### src/rtl/line_follower_pid_drive_top_macros.svh
// ---------------------------------------------------------------------------
// Assertion macros for the line follower PID drive block
// Shared property wrappers clocked on clk and disabled during rst.
// ---------------------------------------------------------------------------
`ifndef LINE_FOLLOWER_PID_DRIVE_TOP_MACROS_SVH
`define LINE_FOLLOWER_PID_DRIVE_TOP_MACROS_SVH

// Same-cycle implication.
`define LFPD_ASSERT_IMP(label, ante, cons, msg) \
  label: assert property (@(posedge clk) disable iff (rst) (ante) |-> (cons)) \
    else $error(msg);

// Next-cycle implication.
`define LFPD_ASSERT_NXT(label, ante, cons, msg) \
  label: assert property (@(posedge clk) disable iff (rst) (ante) |=> (cons)) \
    else $error(msg);

`endif

### src/rtl/lfpd_pkg.sv
// ---------------------------------------------------------------------------
// Line follower PID drive package
// Shared types, register indexes and constants of the steering pipeline.
// ---------------------------------------------------------------------------
package lfpd_pkg;

  localparam int unsigned CFG_IDX_W  = 3;
  localparam int unsigned CFG_DATA_W = 16;

  typedef enum logic [CFG_IDX_W-1:0] {
    REG_GAIN_P      = 3'd0,
    REG_GAIN_I      = 3'd1,
    REG_GAIN_D      = 3'd2,
    REG_BASE_SPEED  = 3'd3,
    REG_DRIVE_LIMIT = 3'd4,
    REG_PWM_TOP     = 3'd5
  } reg_idx_t;

  typedef enum logic [1:0] {
    SIDE_NONE  = 2'd0,
    SIDE_RIGHT = 2'd1,
    SIDE_LEFT  = 2'd2
  } side_t;

  localparam logic [15:0] GAIN_P_RST      = 16'd5120;
  localparam logic [15:0] GAIN_I_RST      = 16'd0;
  localparam logic [15:0] GAIN_D_RST      = 16'd0;
  localparam logic [9:0]  BASE_SPEED_RST  = 10'd600;
  localparam logic [9:0]  DRIVE_LIMIT_RST = 10'd600;
  localparam logic [9:0]  PWM_TOP_RST     = 10'd1000;

  localparam logic [4:0]         SENSORS_DARK = 5'h1F;
  localparam logic signed [5:0]  WEIGHT_OUTER = 6'sd5;
  localparam logic signed [5:0]  WEIGHT_INNER = 6'sd2;
  localparam logic signed [5:0]  ERR_EDGE     = 6'sd16;
  localparam logic signed [23:0] SUM_MAX      = 24'sh7FFFFF;
  localparam logic signed [23:0] SUM_MIN      = -24'sh800000;
  localparam logic signed [41:0] ROUND_BIAS   = 42'sd255;

  typedef struct packed {
    logic [15:0] gain_p;
    logic [15:0] gain_i;
    logic [15:0] gain_d;
    logic [9:0]  base_speed;
    logic [9:0]  drive_limit;
    logic [9:0]  pwm_top;
  } cfg_t;

  typedef struct packed {
    logic signed [5:0]  err;
    logic signed [5:0]  p;
    logic signed [23:0] sum;
    logic signed [6:0]  d;
  } front_t;

  typedef struct packed {
    logic signed [5:0]  err;
    logic signed [22:0] prod_p;
    logic signed [40:0] prod_i;
    logic signed [23:0] prod_d;
  } prod_t;

endpackage

### src/rtl/lfpd_cfg_regs.sv
// ---------------------------------------------------------------------------
// Configuration register file
// Holds the PID gains, base speed, drive limit and PWM top.
// ---------------------------------------------------------------------------
module lfpd_cfg_regs
  import lfpd_pkg::*;
(
  input  logic                  clk,
  input  logic                  rst,
  input  logic                  cfg_valid,
  output logic                  cfg_ready,
  input  logic [CFG_IDX_W-1:0]  cfg_index,
  input  logic [CFG_DATA_W-1:0] cfg_data,
  output cfg_t                  cfg
);

  assign cfg_ready = 1'b1;

  always_ff @(posedge clk) begin
    if (rst) begin
      cfg.gain_p      <= GAIN_P_RST;
      cfg.gain_i      <= GAIN_I_RST;
      cfg.gain_d      <= GAIN_D_RST;
      cfg.base_speed  <= BASE_SPEED_RST;
      cfg.drive_limit <= DRIVE_LIMIT_RST;
      cfg.pwm_top     <= PWM_TOP_RST;
    end else if (cfg_valid && cfg_ready) begin
      unique case (cfg_index)
        REG_GAIN_P:      cfg.gain_p      <= cfg_data;
        REG_GAIN_I:      cfg.gain_i      <= cfg_data;
        REG_GAIN_D:      cfg.gain_d      <= cfg_data;
        REG_BASE_SPEED:  cfg.base_speed  <= cfg_data[9:0];
        REG_DRIVE_LIMIT: cfg.drive_limit <= cfg_data[9:0];
        REG_PWM_TOP:     cfg.pwm_top     <= cfg_data[9:0];
        default: ;
      endcase
    end
  end

endmodule

### src/rtl/lfpd_front.sv
// ---------------------------------------------------------------------------
// Sensor decode and controller state
// Forms the line error and updates side memory, integral and last input.
// ---------------------------------------------------------------------------
`include "line_follower_pid_drive_top_macros.svh"

module lfpd_front
  import lfpd_pkg::*;
(
  input  logic       clk,
  input  logic       rst,
  input  logic       up_valid,
  output logic       up_ready,
  input  logic [4:0] sensor_bits,
  output logic       dn_valid,
  input  logic       dn_ready,
  output front_t     dn_data
);

  side_t              last_side;
  side_t              last_side_next;
  logic signed [23:0] error_sum;
  logic signed [5:0]  previous_error;
  logic [4:0]         seen;
  logic signed [5:0]  weight;
  logic [2:0]         count;
  logic signed [5:0]  err_raw;
  front_t             front_next;
  logic signed [24:0] sum_wide;
  logic               accept;

  assign up_ready = !dn_valid || dn_ready;
  assign accept   = up_valid && up_ready;

  always_comb begin
    seen   = ~sensor_bits;
    weight = (seen[4] ? WEIGHT_OUTER : 6'sd0) + (seen[3] ? WEIGHT_INNER : 6'sd0)
           - (seen[1] ? WEIGHT_INNER : 6'sd0) - (seen[0] ? WEIGHT_OUTER : 6'sd0);
    count  = 3'(seen[4]) + 3'(seen[3]) + 3'(seen[1]) + 3'(seen[0]);
    err_raw = 6'(weight * $signed({3'b000, count}));

    last_side_next = last_side;
    if (seen != 5'd0) begin
      priority if (seen[0]) begin
        last_side_next = SIDE_LEFT;
      end else if (seen[3] || seen[2] || seen[1]) begin
        last_side_next = SIDE_NONE;
      end else if (seen[4]) begin
        last_side_next = SIDE_RIGHT;
      end else begin
        last_side_next = SIDE_NONE;
      end
    end

    front_next.err = err_raw;
    if (err_raw == 6'sd0) begin
      unique case (last_side_next)
        SIDE_RIGHT: front_next.err = -ERR_EDGE;
        SIDE_LEFT:  front_next.err = ERR_EDGE;
        default:    front_next.err = 6'sd0;
      endcase
    end

    front_next.p = -front_next.err;
    sum_wide = 25'(error_sum) + 25'(front_next.p);
    if (sum_wide > 25'(SUM_MAX)) begin
      front_next.sum = SUM_MAX;
    end else if (sum_wide < 25'(SUM_MIN)) begin
      front_next.sum = SUM_MIN;
    end else begin
      front_next.sum = sum_wide[23:0];
    end
    front_next.d = 7'(previous_error) - 7'(front_next.p);
  end

  always_ff @(posedge clk) begin
    if (rst) begin
      dn_valid       <= 1'b0;
      last_side      <= SIDE_NONE;
      error_sum      <= '0;
      previous_error <= '0;
    end else begin
      if (up_ready) begin
        dn_valid <= up_valid;
      end
      if (accept) begin
        last_side      <= last_side_next;
        error_sum      <= front_next.sum;
        previous_error <= front_next.p;
      end
    end
  end

  always_ff @(posedge clk) begin
    if (accept) begin
      dn_data <= front_next;
    end
  end

  `LFPD_ASSERT_NXT(a_side_kept_when_dark, accept && (sensor_bits == SENSORS_DARK),
    last_side == $past(last_side), "side memory changed on a dark sample")

endmodule

### src/rtl/lfpd_mult.sv
// ---------------------------------------------------------------------------
// PID gain multipliers
// Registers the three Q8.8 gain products of one control tick.
// ---------------------------------------------------------------------------
module lfpd_mult
  import lfpd_pkg::*;
(
  input  logic   clk,
  input  logic   rst,
  input  cfg_t   cfg,
  input  logic   up_valid,
  output logic   up_ready,
  input  front_t up_data,
  output logic   dn_valid,
  input  logic   dn_ready,
  output prod_t  dn_data
);

  prod_t             prod_next;
  logic signed [16:0] gp;
  logic signed [16:0] gi;
  logic signed [16:0] gd;

  assign up_ready = !dn_valid || dn_ready;

  always_comb begin
    gp = $signed({1'b0, cfg.gain_p});
    gi = $signed({1'b0, cfg.gain_i});
    gd = $signed({1'b0, cfg.gain_d});
    prod_next.err    = up_data.err;
    prod_next.prod_p = 23'(gp) * 23'(up_data.p);
    prod_next.prod_i = 41'(gi) * 41'(up_data.sum);
    prod_next.prod_d = 24'(gd) * 24'(up_data.d);
  end

  always_ff @(posedge clk) begin
    if (rst) begin
      dn_valid <= 1'b0;
    end else if (up_ready) begin
      dn_valid <= up_valid;
    end
  end

  always_ff @(posedge clk) begin
    if (up_valid && up_ready) begin
      dn_data <= prod_next;
    end
  end

endmodule

### src/rtl/lfpd_drive_out.sv
// ---------------------------------------------------------------------------
// Drive clamp and motor compare stage
// Sums the products, scales toward zero, clamps and saturates compares.
// ---------------------------------------------------------------------------
`include "line_follower_pid_drive_top_macros.svh"

module lfpd_drive_out
  import lfpd_pkg::*;
(
  input  logic               clk,
  input  logic               rst,
  input  cfg_t               cfg,
  input  logic               up_valid,
  output logic               up_ready,
  input  prod_t              up_data,
  output logic               out_valid,
  input  logic               out_stall,
  output logic signed [5:0]  line_error,
  output logic signed [10:0] drive,
  output logic [9:0]         left_compare,
  output logic [9:0]         right_compare
);

  logic signed [41:0] acc;
  logic signed [41:0] acc_adj;
  logic signed [33:0] q;
  logic signed [33:0] lim_wide;
  logic signed [10:0] lim_s;
  logic signed [11:0] top_s;
  logic signed [11:0] lc_raw;
  logic signed [11:0] rc_raw;
  logic signed [10:0] drive_next;
  logic [9:0]         left_compare_next;
  logic [9:0]         right_compare_next;
  logic               accept;

  assign up_ready = !out_valid || !out_stall;
  assign accept   = up_valid && up_ready;
  assign lim_s    = $signed({1'b0, cfg.drive_limit});

  always_comb begin
    acc      = 42'($signed(up_data.prod_p)) + 42'($signed(up_data.prod_i))
             + 42'($signed(up_data.prod_d));
    acc_adj  = acc + (acc[41] ? ROUND_BIAS : 42'sd0);
    q        = $signed(acc_adj[41:8]);
    lim_wide = $signed({24'd0, cfg.drive_limit});
    if (q > lim_wide) begin
      drive_next = lim_s;
    end else if (q < -lim_wide) begin
      drive_next = -lim_s;
    end else begin
      drive_next = q[10:0];
    end

    top_s  = $signed({2'b00, cfg.pwm_top});
    lc_raw = $signed({2'b00, cfg.base_speed}) - 12'(drive_next);
    rc_raw = $signed({2'b00, cfg.base_speed}) + 12'(drive_next);

    if (lc_raw < 12'sd0) begin
      left_compare_next = 10'd0;
    end else if (lc_raw > top_s) begin
      left_compare_next = cfg.pwm_top;
    end else begin
      left_compare_next = lc_raw[9:0];
    end

    if (rc_raw < 12'sd0) begin
      right_compare_next = 10'd0;
    end else if (rc_raw > top_s) begin
      right_compare_next = cfg.pwm_top;
    end else begin
      right_compare_next = rc_raw[9:0];
    end
  end

  always_ff @(posedge clk) begin
    if (rst) begin
      out_valid     <= 1'b0;
      line_error    <= '0;
      drive         <= '0;
      left_compare  <= '0;
      right_compare <= '0;
    end else begin
      if (up_ready) begin
        out_valid <= up_valid;
      end
      if (accept) begin
        line_error    <= up_data.err;
        drive         <= drive_next;
        left_compare  <= left_compare_next;
        right_compare <= right_compare_next;
      end
    end
  end

  `LFPD_ASSERT_IMP(a_drive_within_limit, out_valid,
    (drive <= lim_s) && (drive >= -lim_s), "drive exceeds the configured limit")
  `LFPD_ASSERT_IMP(a_left_within_top, out_valid,
    left_compare <= cfg.pwm_top, "left compare above PWM top")
  `LFPD_ASSERT_IMP(a_right_within_top, out_valid,
    right_compare <= cfg.pwm_top, "right compare above PWM top")

endmodule

### src/rtl/line_follower_pid_drive_top.sv
// ---------------------------------------------------------------------------
// Line follower PID drive
// Line sensor decode, PID steering and motor compare generation.
// ---------------------------------------------------------------------------
// Usage:
// The input channel carries one word per control tick: five active-low line
// sensor bits. Each accepted word yields exactly one result word on the output
// channel with the line error, the clamped PID drive and the two motor compare
// values. The configuration channel writes gains and limits by index; the user
// must write them only while the block is idle, as the block does not enforce
// it. It is always ready, and writes to unused indexes are dropped. An accepted
// word passes through three stages, the decode, multiply and clamp registers,
// to out_valid, and a new word is accepted every cycle while out_stall is low.
// Reset clears the side memory, the integral and the previous error, empties
// the pipeline and loads the register defaults. When the receiver holds
// out_stall, the result word stays put and the earlier stages keep filling
// until every stage holds a word; only then does in_stall rise.
// ---------------------------------------------------------------------------
module line_follower_pid_drive_top
  import lfpd_pkg::*;
(
  input  logic                  clk,
  input  logic                  rst,
  input  logic                  in_valid,
  output logic                  in_stall,
  input  logic [4:0]            sensor_bits,
  output logic                  out_valid,
  input  logic                  out_stall,
  output logic signed [5:0]     line_error,
  output logic signed [10:0]    drive,
  output logic [9:0]            left_compare,
  output logic [9:0]            right_compare,
  input  logic                  cfg_valid,
  output logic                  cfg_ready,
  input  logic [CFG_IDX_W-1:0]  cfg_index,
  input  logic [CFG_DATA_W-1:0] cfg_data
);

  cfg_t   cfg;
  logic   in_ready;
  logic   front_valid;
  logic   front_ready;
  front_t front_data;
  logic   prod_valid;
  logic   prod_ready;
  prod_t  prod_data;

  assign in_stall = !in_ready;

  lfpd_cfg_regs u_cfg (
    .clk       (clk),
    .rst       (rst),
    .cfg_valid (cfg_valid),
    .cfg_ready (cfg_ready),
    .cfg_index (cfg_index),
    .cfg_data  (cfg_data),
    .cfg       (cfg)
  );

  lfpd_front u_front (
    .clk         (clk),
    .rst         (rst),
    .up_valid    (in_valid),
    .up_ready    (in_ready),
    .sensor_bits (sensor_bits),
    .dn_valid    (front_valid),
    .dn_ready    (front_ready),
    .dn_data     (front_data)
  );

  lfpd_mult u_mult (
    .clk      (clk),
    .rst      (rst),
    .cfg      (cfg),
    .up_valid (front_valid),
    .up_ready (front_ready),
    .up_data  (front_data),
    .dn_valid (prod_valid),
    .dn_ready (prod_ready),
    .dn_data  (prod_data)
  );

  lfpd_drive_out u_out (
    .clk           (clk),
    .rst           (rst),
    .cfg           (cfg),
    .up_valid      (prod_valid),
    .up_ready      (prod_ready),
    .up_data       (prod_data),
    .out_valid     (out_valid),
    .out_stall     (out_stall),
    .line_error    (line_error),
    .drive         (drive),
    .left_compare  (left_compare),
    .right_compare (right_compare)
  );

endmodule

### config.mk
export PLATFORM = sky130hd
export DESIGN_NAME = line_follower_pid_drive_top
export DESIGN_NICKNAME = d
export VERILOG_FILES = /design/src/rtl/lfpd_pkg.sv /design/src/rtl/lfpd_cfg_regs.sv /design/src/rtl/lfpd_front.sv /design/src/rtl/lfpd_mult.sv /design/src/rtl/lfpd_drive_out.sv /design/src/rtl/line_follower_pid_drive_top.sv
export VERILOG_INCLUDE_DIRS = /design/src /design/src/rtl
export SDC_FILE = /design/constraint.sdc
export NUM_CORES = 2
export LEC_CHECK = 0
export BUFFER_PORTS_ARGS = -buffer_cell sky130_fd_sc_hd__buf_2
export CAP_MARGIN = 20
export CORE_MARGIN = 2
export CORE_UTILIZATION = 50
export DETAILED_ROUTE_END_ITERATION = 10
export GPL_TIMING_DRIVEN = 1
export MAX_ROUTING_LAYER = met4
export PLACE_DENSITY_LB_ADDON = 0.05
export SYNTH_ARGS = -nofsm -noshare
export SYNTH_HDL_FRONTEND = slang
export SYNTH_HIERARCHICAL = 1
export SYNTH_SLANG_ARGS = --single-unit
### constraint.sdc
create_clock -name clk -period 17.65 [get_ports clk]
set_input_delay 2.6475 -clock clk [delete_from_list [all_inputs] [get_ports clk]]
set_output_delay 2.6475 -clock clk [all_outputs]
set_load 0.005 [all_outputs]
**Word-level counts from Yosys, hierarchy flattened**

Cells that the tools add are included.

- Add/subtract/negate cells: 16
- Multipliers: 4
- Order comparisons: 8
- Equal/unequal tests: 7
- Multiplexer cells: 19
- Bitwise operators: 1
- Reductions and logical operators: 22

Operators by type and width:

| cell | number |
|---|---|
| two-way mux 24 bit | 2 |
| adder 23 x 41 -> 42 bit | 1 |
| adder 42 x 24 -> 42 bit | 1 |
| adder 42 bit | 1 |
| multiplier 17 x 24 -> 41 bit | 1 |
| two-way mux 10 bit | 4 |
| > comparator 34 x 11 -> 1 bit | 1 |
| less-than comparator 34 bit | 1 |
| negator 10 -> 34 bit | 1 |
| adder 24 x 6 -> 25 bit | 1 |
| > comparator 25 x 24 -> 1 bit, second input constant | 1 |
| less-than comparator 25 x 24 -> 1 bit, second input constant | 1 |
| > comparator 12 x 11 -> 1 bit | 2 |
| less-than comparator 12 x 1 -> 1 bit, second input constant | 2 |
| multiplier 17 x 7 -> 24 bit | 1 |
| multiplier 17 x 6 -> 23 bit | 1 |
| two-way mux 11 bit | 2 |
| adder 11 x 11 -> 12 bit | 1 |
| one-hot mux 6 bit (2 select lines) | 1 |
| AND reduction 2 bit | 6 |
| subtractor 11 x 11 -> 12 bit | 1 |
| subtractor 6 bit | 2 |
| negator 10 -> 11 bit | 1 |
| two-way mux 2 bit | 5 |
| other kinds (22) | 36 |

- Register bits after elaboration: 287
- Input port bits: 29
- Logic and storage cells: 101

**Longest topological paths before layout**

- Depth in word-level cells: 14
- Depth in mapped cells: 57

**Modules after synthesis**

Netlist, hierarchy kept.

Modules (own cells, without submodules):

| module | times used | cells an instance | area an instance (um^2) | sequential area each (um^2) |
|---|---|---|---|---|
| lfpd_mult | 1 | 2437 | 23314.9 | 2842.7 |
| lfpd_drive_out | 1 | 1195 | 9232.6 | 760.7 |
| lfpd_front | 1 | 507 | 4888.4 | 1921.8 |
| lfpd_cfg_regs | 1 | 293 | 3166.8 | 1561.5 |
| line_follower_pid_drive_top | 1 | 1 | 3.8 | 0.0 |

**Worst setup path before layout**

No wires, ideal clock.

- Kind: reg2reg
- Start: register u_mult/dn_data[23] in the netlist's numbering
- End: register u_out.left_compare[3]
- Library setup time: 0.127 ns
- Arrival time: 11.302 ns
- Data required time: 17.523 ns
- Setup slack: 6.221 ns
- Stages on the path, launching flop included: 53
- Buffers on the path: 3
- Cells stage by stage: edfxtp_1 > fa_1 > ha_1 > buf_2 > and3_1 > nand2_1 > nor3_1 > and2_1 > a221oi_2 > nand2_1 > xnor2_1 > ha_1 > nand2_1 > and4_4 > nor4_2 > and4_1 > and4bb_2 > and4_1 > (+17 left out) > inv_1 > ha_1 > nor2b_1 > o21a_1 > o21a_1 > o21ai_0 > nand2b_1 > a21oi_1 > nor2b_1 > o21a_1 > o21a_1 > o21a_1 > o32a_1 > nor2_1 > inv_1 > or4_1 > o31ai_1 > o31ai_1

- Longest elaborated chain between the ends: 10
- Elaborated cells between the ends (all ways): 12

RTL lines:

| item | RTL line | source |
|---|---|---|
| start, declared | lfpd_mult.sv:16 | `output prod_t dn_data` |
| start signal, assigned | lfpd_mult.sv:46 | `dn_data <= prod_next;` |
| adder 42 x 24 -> 42 bit * | lfpd_drive_out.sv:43 | `+ 42'($signed(up_data.prod_d));` |
| two-way mux 8 bit | lfpd_drive_out.sv:44 | `acc_adj = acc + (acc[41] ? ROUND_BIAS : 42'sd0);` |
| adder 42 bit * | lfpd_drive_out.sv:44 |  |
| less-than comparator 34 bit | lfpd_drive_out.sv:49 | `end else if (q < -lim_wide) begin` |
| two-way mux 11 bit | lfpd_drive_out.sv:49 |  |
| two-way mux 11 bit * | lfpd_drive_out.sv:47 | `if (q > lim_wide) begin` |
| named net u_out.drive_next[1] | lfpd_drive_out.sv:32 | `logic signed [10:0] drive_next;` |
| subtractor 11 x 11 -> 12 bit * | lfpd_drive_out.sv:56 | `lc_raw = $signed({2'b00, cfg.base_speed}) - 12'(drive_next);` |
| > comparator 12 x 11 -> 1 bit | lfpd_drive_out.sv:61 | `end else if (lc_raw > top_s) begin` |
| two-way mux 10 bit | lfpd_drive_out.sv:61 |  |
| two-way mux 10 bit * | lfpd_drive_out.sv:59 | `if (lc_raw < 12'sd0) begin` |
| end signal, assigned | lfpd_drive_out.sv:90 | `left_compare <= left_compare_next;` |
| end, declared | lfpd_drive_out.sv:20 | `output logic [9:0] left_compare,` |

The timed path passes the listed nets; every way through them passes the cells marked *.
A chain may end at the register's enable or synchronous reset.

**Worst setup path in the final report**

- Start: register u_mult/dn_data[87] in the netlist's numbering
- End: register u_out.left_compare[4]

- Longest elaborated chain between the ends: 11
- Elaborated cells between the ends (all ways): 13

RTL lines:

| item | RTL line | source |
|---|---|---|
| adder 23 x 41 -> 42 bit * | lfpd_drive_out.sv:42 | `acc = 42'($signed(up_data.prod_p)) + 42'($signed(up_data.prod_i))` |
| adder 42 x 24 -> 42 bit * | lfpd_drive_out.sv:43 |  |
| two-way mux 8 bit | lfpd_drive_out.sv:44 |  |
| adder 42 bit * | lfpd_drive_out.sv:44 |  |
| less-than comparator 34 bit | lfpd_drive_out.sv:49 |  |
| two-way mux 11 bit | lfpd_drive_out.sv:49 |  |
| two-way mux 11 bit * | lfpd_drive_out.sv:47 |  |
| named net u_out.drive_next[1] | lfpd_drive_out.sv:32 |  |
| subtractor 11 x 11 -> 12 bit * | lfpd_drive_out.sv:56 |  |
| > comparator 12 x 11 -> 1 bit | lfpd_drive_out.sv:61 |  |
| two-way mux 10 bit | lfpd_drive_out.sv:61 |  |
| two-way mux 10 bit * | lfpd_drive_out.sv:59 |  |

Marks and branches as above.

==> impl_metrics.toml <==
[critical_path]
crit_path_max_fanout = 22
worstPathRequired_ns = 18.09
reg2reg_to = "u_out/left_compare[4]$_SDFFE_PP0P_"
r2r_slack_ns = 4.48
worstSetupPathType = "register to register"
crit_start = "u_mult/dn_data[87]$_DFFE_PP_"
critPathMaxStageDelay_ns = 0.99
cpMostUsedCell = "ha_1"
end_kind = "register"
rr_startpoint = "u_mult/dn_data[87]$_DFFE_PP_"
crit_slowest_cell = "edfxtp_1"
rr_worst_depth = 50
crit_path_start_kind = "register"
arrival_ns = 13.61

[logic_synthesis]
yosysSeqAreaShare_pct = 17.5
synth_fp_nets = 5400
synth.distinct_cells = 118
synth_seq_cells = 286
yosys_warnings = 6
synthCells = 4433
syn-cell-area_sq_um = 40600
yosys_most_used_dff = "dfxtp_1"
synthArstFlopShare_pct = 0
syn_avg_cell_area_sq_um = 9.16
synth_edf_count = 136

[route]
drc_errors = 0
vias = 29898
wire_per_inst_microns = 19.1
drtPass1Iterations = 6
first_iter_violations = 1807
drt_wl_total_microns = 105000
drtAntennaViolNets = 0
vias_per_cell = 5.43

[cells_and_area]
final-instance-count-excl-fill = 5508
syn_to_final_growth_pct = 6.36
drive_gt1_share_pct = 5.81
nFillCells = 7607
finalNetCount = 5379

[die]
chipHeight_microns = 289
io_pins = 69
core-area_sq_um = 80400
start_util_pct = 50.5
fp.dieW_microns = 289
core.rowCount = 104
die_area_sq_um = 83500

[clocking]
post-cts-setup-buffers = 0
cts.path.max_buffers = 3
cts_tree = "yes"
clock_sinks = 286
htreeDepth = 2
cts_made_buffers = 37
ctsResizeCount = 0
postCtsHoldBufs = 0
worstSkewPairLatency_ns = 0.57
cts-root-buf = "clkbuf_16"
path_clk_slew_ns = 0.06

[worst_hold_path]
min_path_cells = 0
hold_class = "register to register"
min_from = "u_front/dn_data[40]$_DFFE_PP_"
holdPathEnd = "u_mult/dn_data[91]$_DFFE_PP_"

[global_routing]
grt.total_usage_pct = 26.6
grt_max_degree = 101
grt_overflow = 0
first_global_vias = 30232
antenna_found_initial = 10
grt_pass1_wl_microns = 169000

[timing]
fin_crit_ns = 13.17
slew_violations = 0
setup_violations = 0
skew_ns = 0.0287
final_hold_viol_count = 0
fin_tns_setup_ns = 0
fmax_mhz = 76.0
post-route-period-util_pct = 74.6
worstMarginPinSlew_ns = 1.05
grt_setup_unrepaired = "false"
final.setup.worst_slack_ns = 4.48
max_slew_margin_pct = 29.8

[place]
dp_hpwl_microns = 82900
gp_congestion = 0.897
place_inst = 5433
io_buffers = 67
post-place-ws_ns = 4.55

[outcome]
status = "finished clean"

[flow_run]
maxCapViolCount = 0
-- logic make-up after synthesis --
family                   after synthesis  synth area share (%)
AND/OR/NAND/NOR                     1426                  17.6
adder cells (fa/ha/maj)              939                  39.2
buffers and inverters                858                  8.18
AO/OA/AOI/OAI                        638                  11.0
flip-flops                           286                  17.5
XOR/XNOR                             192                  4.24
multiplexers                          93                  2.33
other                                  1               0.00923
-- worst max-delay path by stage --
stage                                         end  slack (ns)
2_1_floorplan  u_out/left_compare[3]$_SDFFE_PP0P_        6.22
3_3_place_gp   u_out/left_compare[9]$_SDFFE_PP0P_        4.62
3_5_place_dp   u_out/left_compare[9]$_SDFFE_PP0P_        4.55
4_1_cts        u_out/left_compare[9]$_SDFFE_PP0P_        4.50
5_1_grt        u_out/left_compare[7]$_SDFFE_PP0P_        3.45
6_report       u_out/left_compare[4]$_SDFFE_PP0P_        4.48
-- routing by layer --
metal | wire length, microns | global-route usage (%)
met4 | 2200 | 6.57
met5 | 0 | -
met1 | 50200 | 36.9
met2 | 47000 | 40.0
met3 | 5660 | 5.20
-- per-stage QoR --
stage	cell area (sq um)	utilization, %	hold WS, ns
3_5_place_dp	41800	52.0	0.408
4_1_cts	43200	53.7	0.424
3_3_place_gp	41800	52.0	0.409
5_1_grt	43200	53.7	0.425
2_1_floorplan	40600	-	0.400
6_report	43200	53.7	0.418
-- synth_stat cells, drive strengths merged, types with 12 or more instances --
cell type	instances	area, sq um
a211oi	46	463
a21o	58	435
a21oi	176	892
a31oi	16	106
and2	277	1740
and3	22	138
buf	37	240
clkbuf	122	459
dfxtp	150	3000
edfxtp	136	4080
fa	554	11100
ha	384	4800
inv	698	2620
mux2i	83	835
nand2	540	2030
nand2b	137	865
nand3	59	310
nand4	39	256
nor2	208	783
nor2b	23	144
nor3	43	235
nor4	12	103
o211ai	19	153
o21a	34	255
o21ai	105	537
o21bai	26	195
o31ai	29	218
xnor2	139	1220
xor2	52	474
-- worst max-delay path: cells and delay by family, from the launching register on --
family / cells / cell delay, ns
buffers and inverters: 3 / 0.69
AOI/OAI and AO/OA: 20 / 3.46
DFF: 1 / 0.99
muxes: 1 / 0.21
adders and majority gates: 6 / 2.30
and+or+nand+nor: 17 / 4.40
xor gates and xnor gates: 3 / 1.00
-- sequential cells by signal, indices dropped and copies added (netlist names) --
name / cells
u_front/dn_valid: 1
u_front/last_side: 2
u_front/previous_error: 6
u_mult/dn_valid: 1
u_front/dn_data: 42
u_out/out_valid: 1
u_mult/dn_data: 94
u_out/right_compare: 10
u_front/error_sum: 24
u_out/line_error: 6
u_out/left_compare: 10
u_out/drive: 11
u_cfg/cfg: 78
-- cell usage in the layout (no fill, tap or decap), drive strengths merged, types with 12 or more instances in the layout --
cell    instances
a21o           58
o21bai         26
ha            384
nand4          39
nand2b        137
a31oi          16
nand2         540
nor2          208
buf            99
nor2b          23
clkbuf         40
nor4           12
o31ai          29
xnor2         139
o21ai         105
xor2           52
dfxtp         150
and2          277
inv           704
fa            554
o211ai         19
edfxtp        136
nor3           43
o21a           34
and3           22
nand3          59
a21oi         176
a211oi         46
mux2i          83
-- area by class of cell --
| cell class | instances | area, sq um | share of cell area (%) |
|---|---|---|---|
| Antenna cell | 8 | 20.0 | 0.0464 |
| Clock buffer | 40 | 947 | 2.19 |
| Timing Repair Buffer | 99 | 578 | 1.34 |
| Sequential cell | 286 | 7090 | 16.4 |
| Tap cell | 1060 | 1330 | 3.07 |
| Clock inverter | 27 | 385 | 0.892 |
| Inverter | 699 | 2620 | 6.07 |
| Multi-Input combinational cell | 3289 | 30200 | 70.0 |
Power is not shown: default switching activity piles up to over one toggle a cycle in this logic, so the estimate is an artifact.
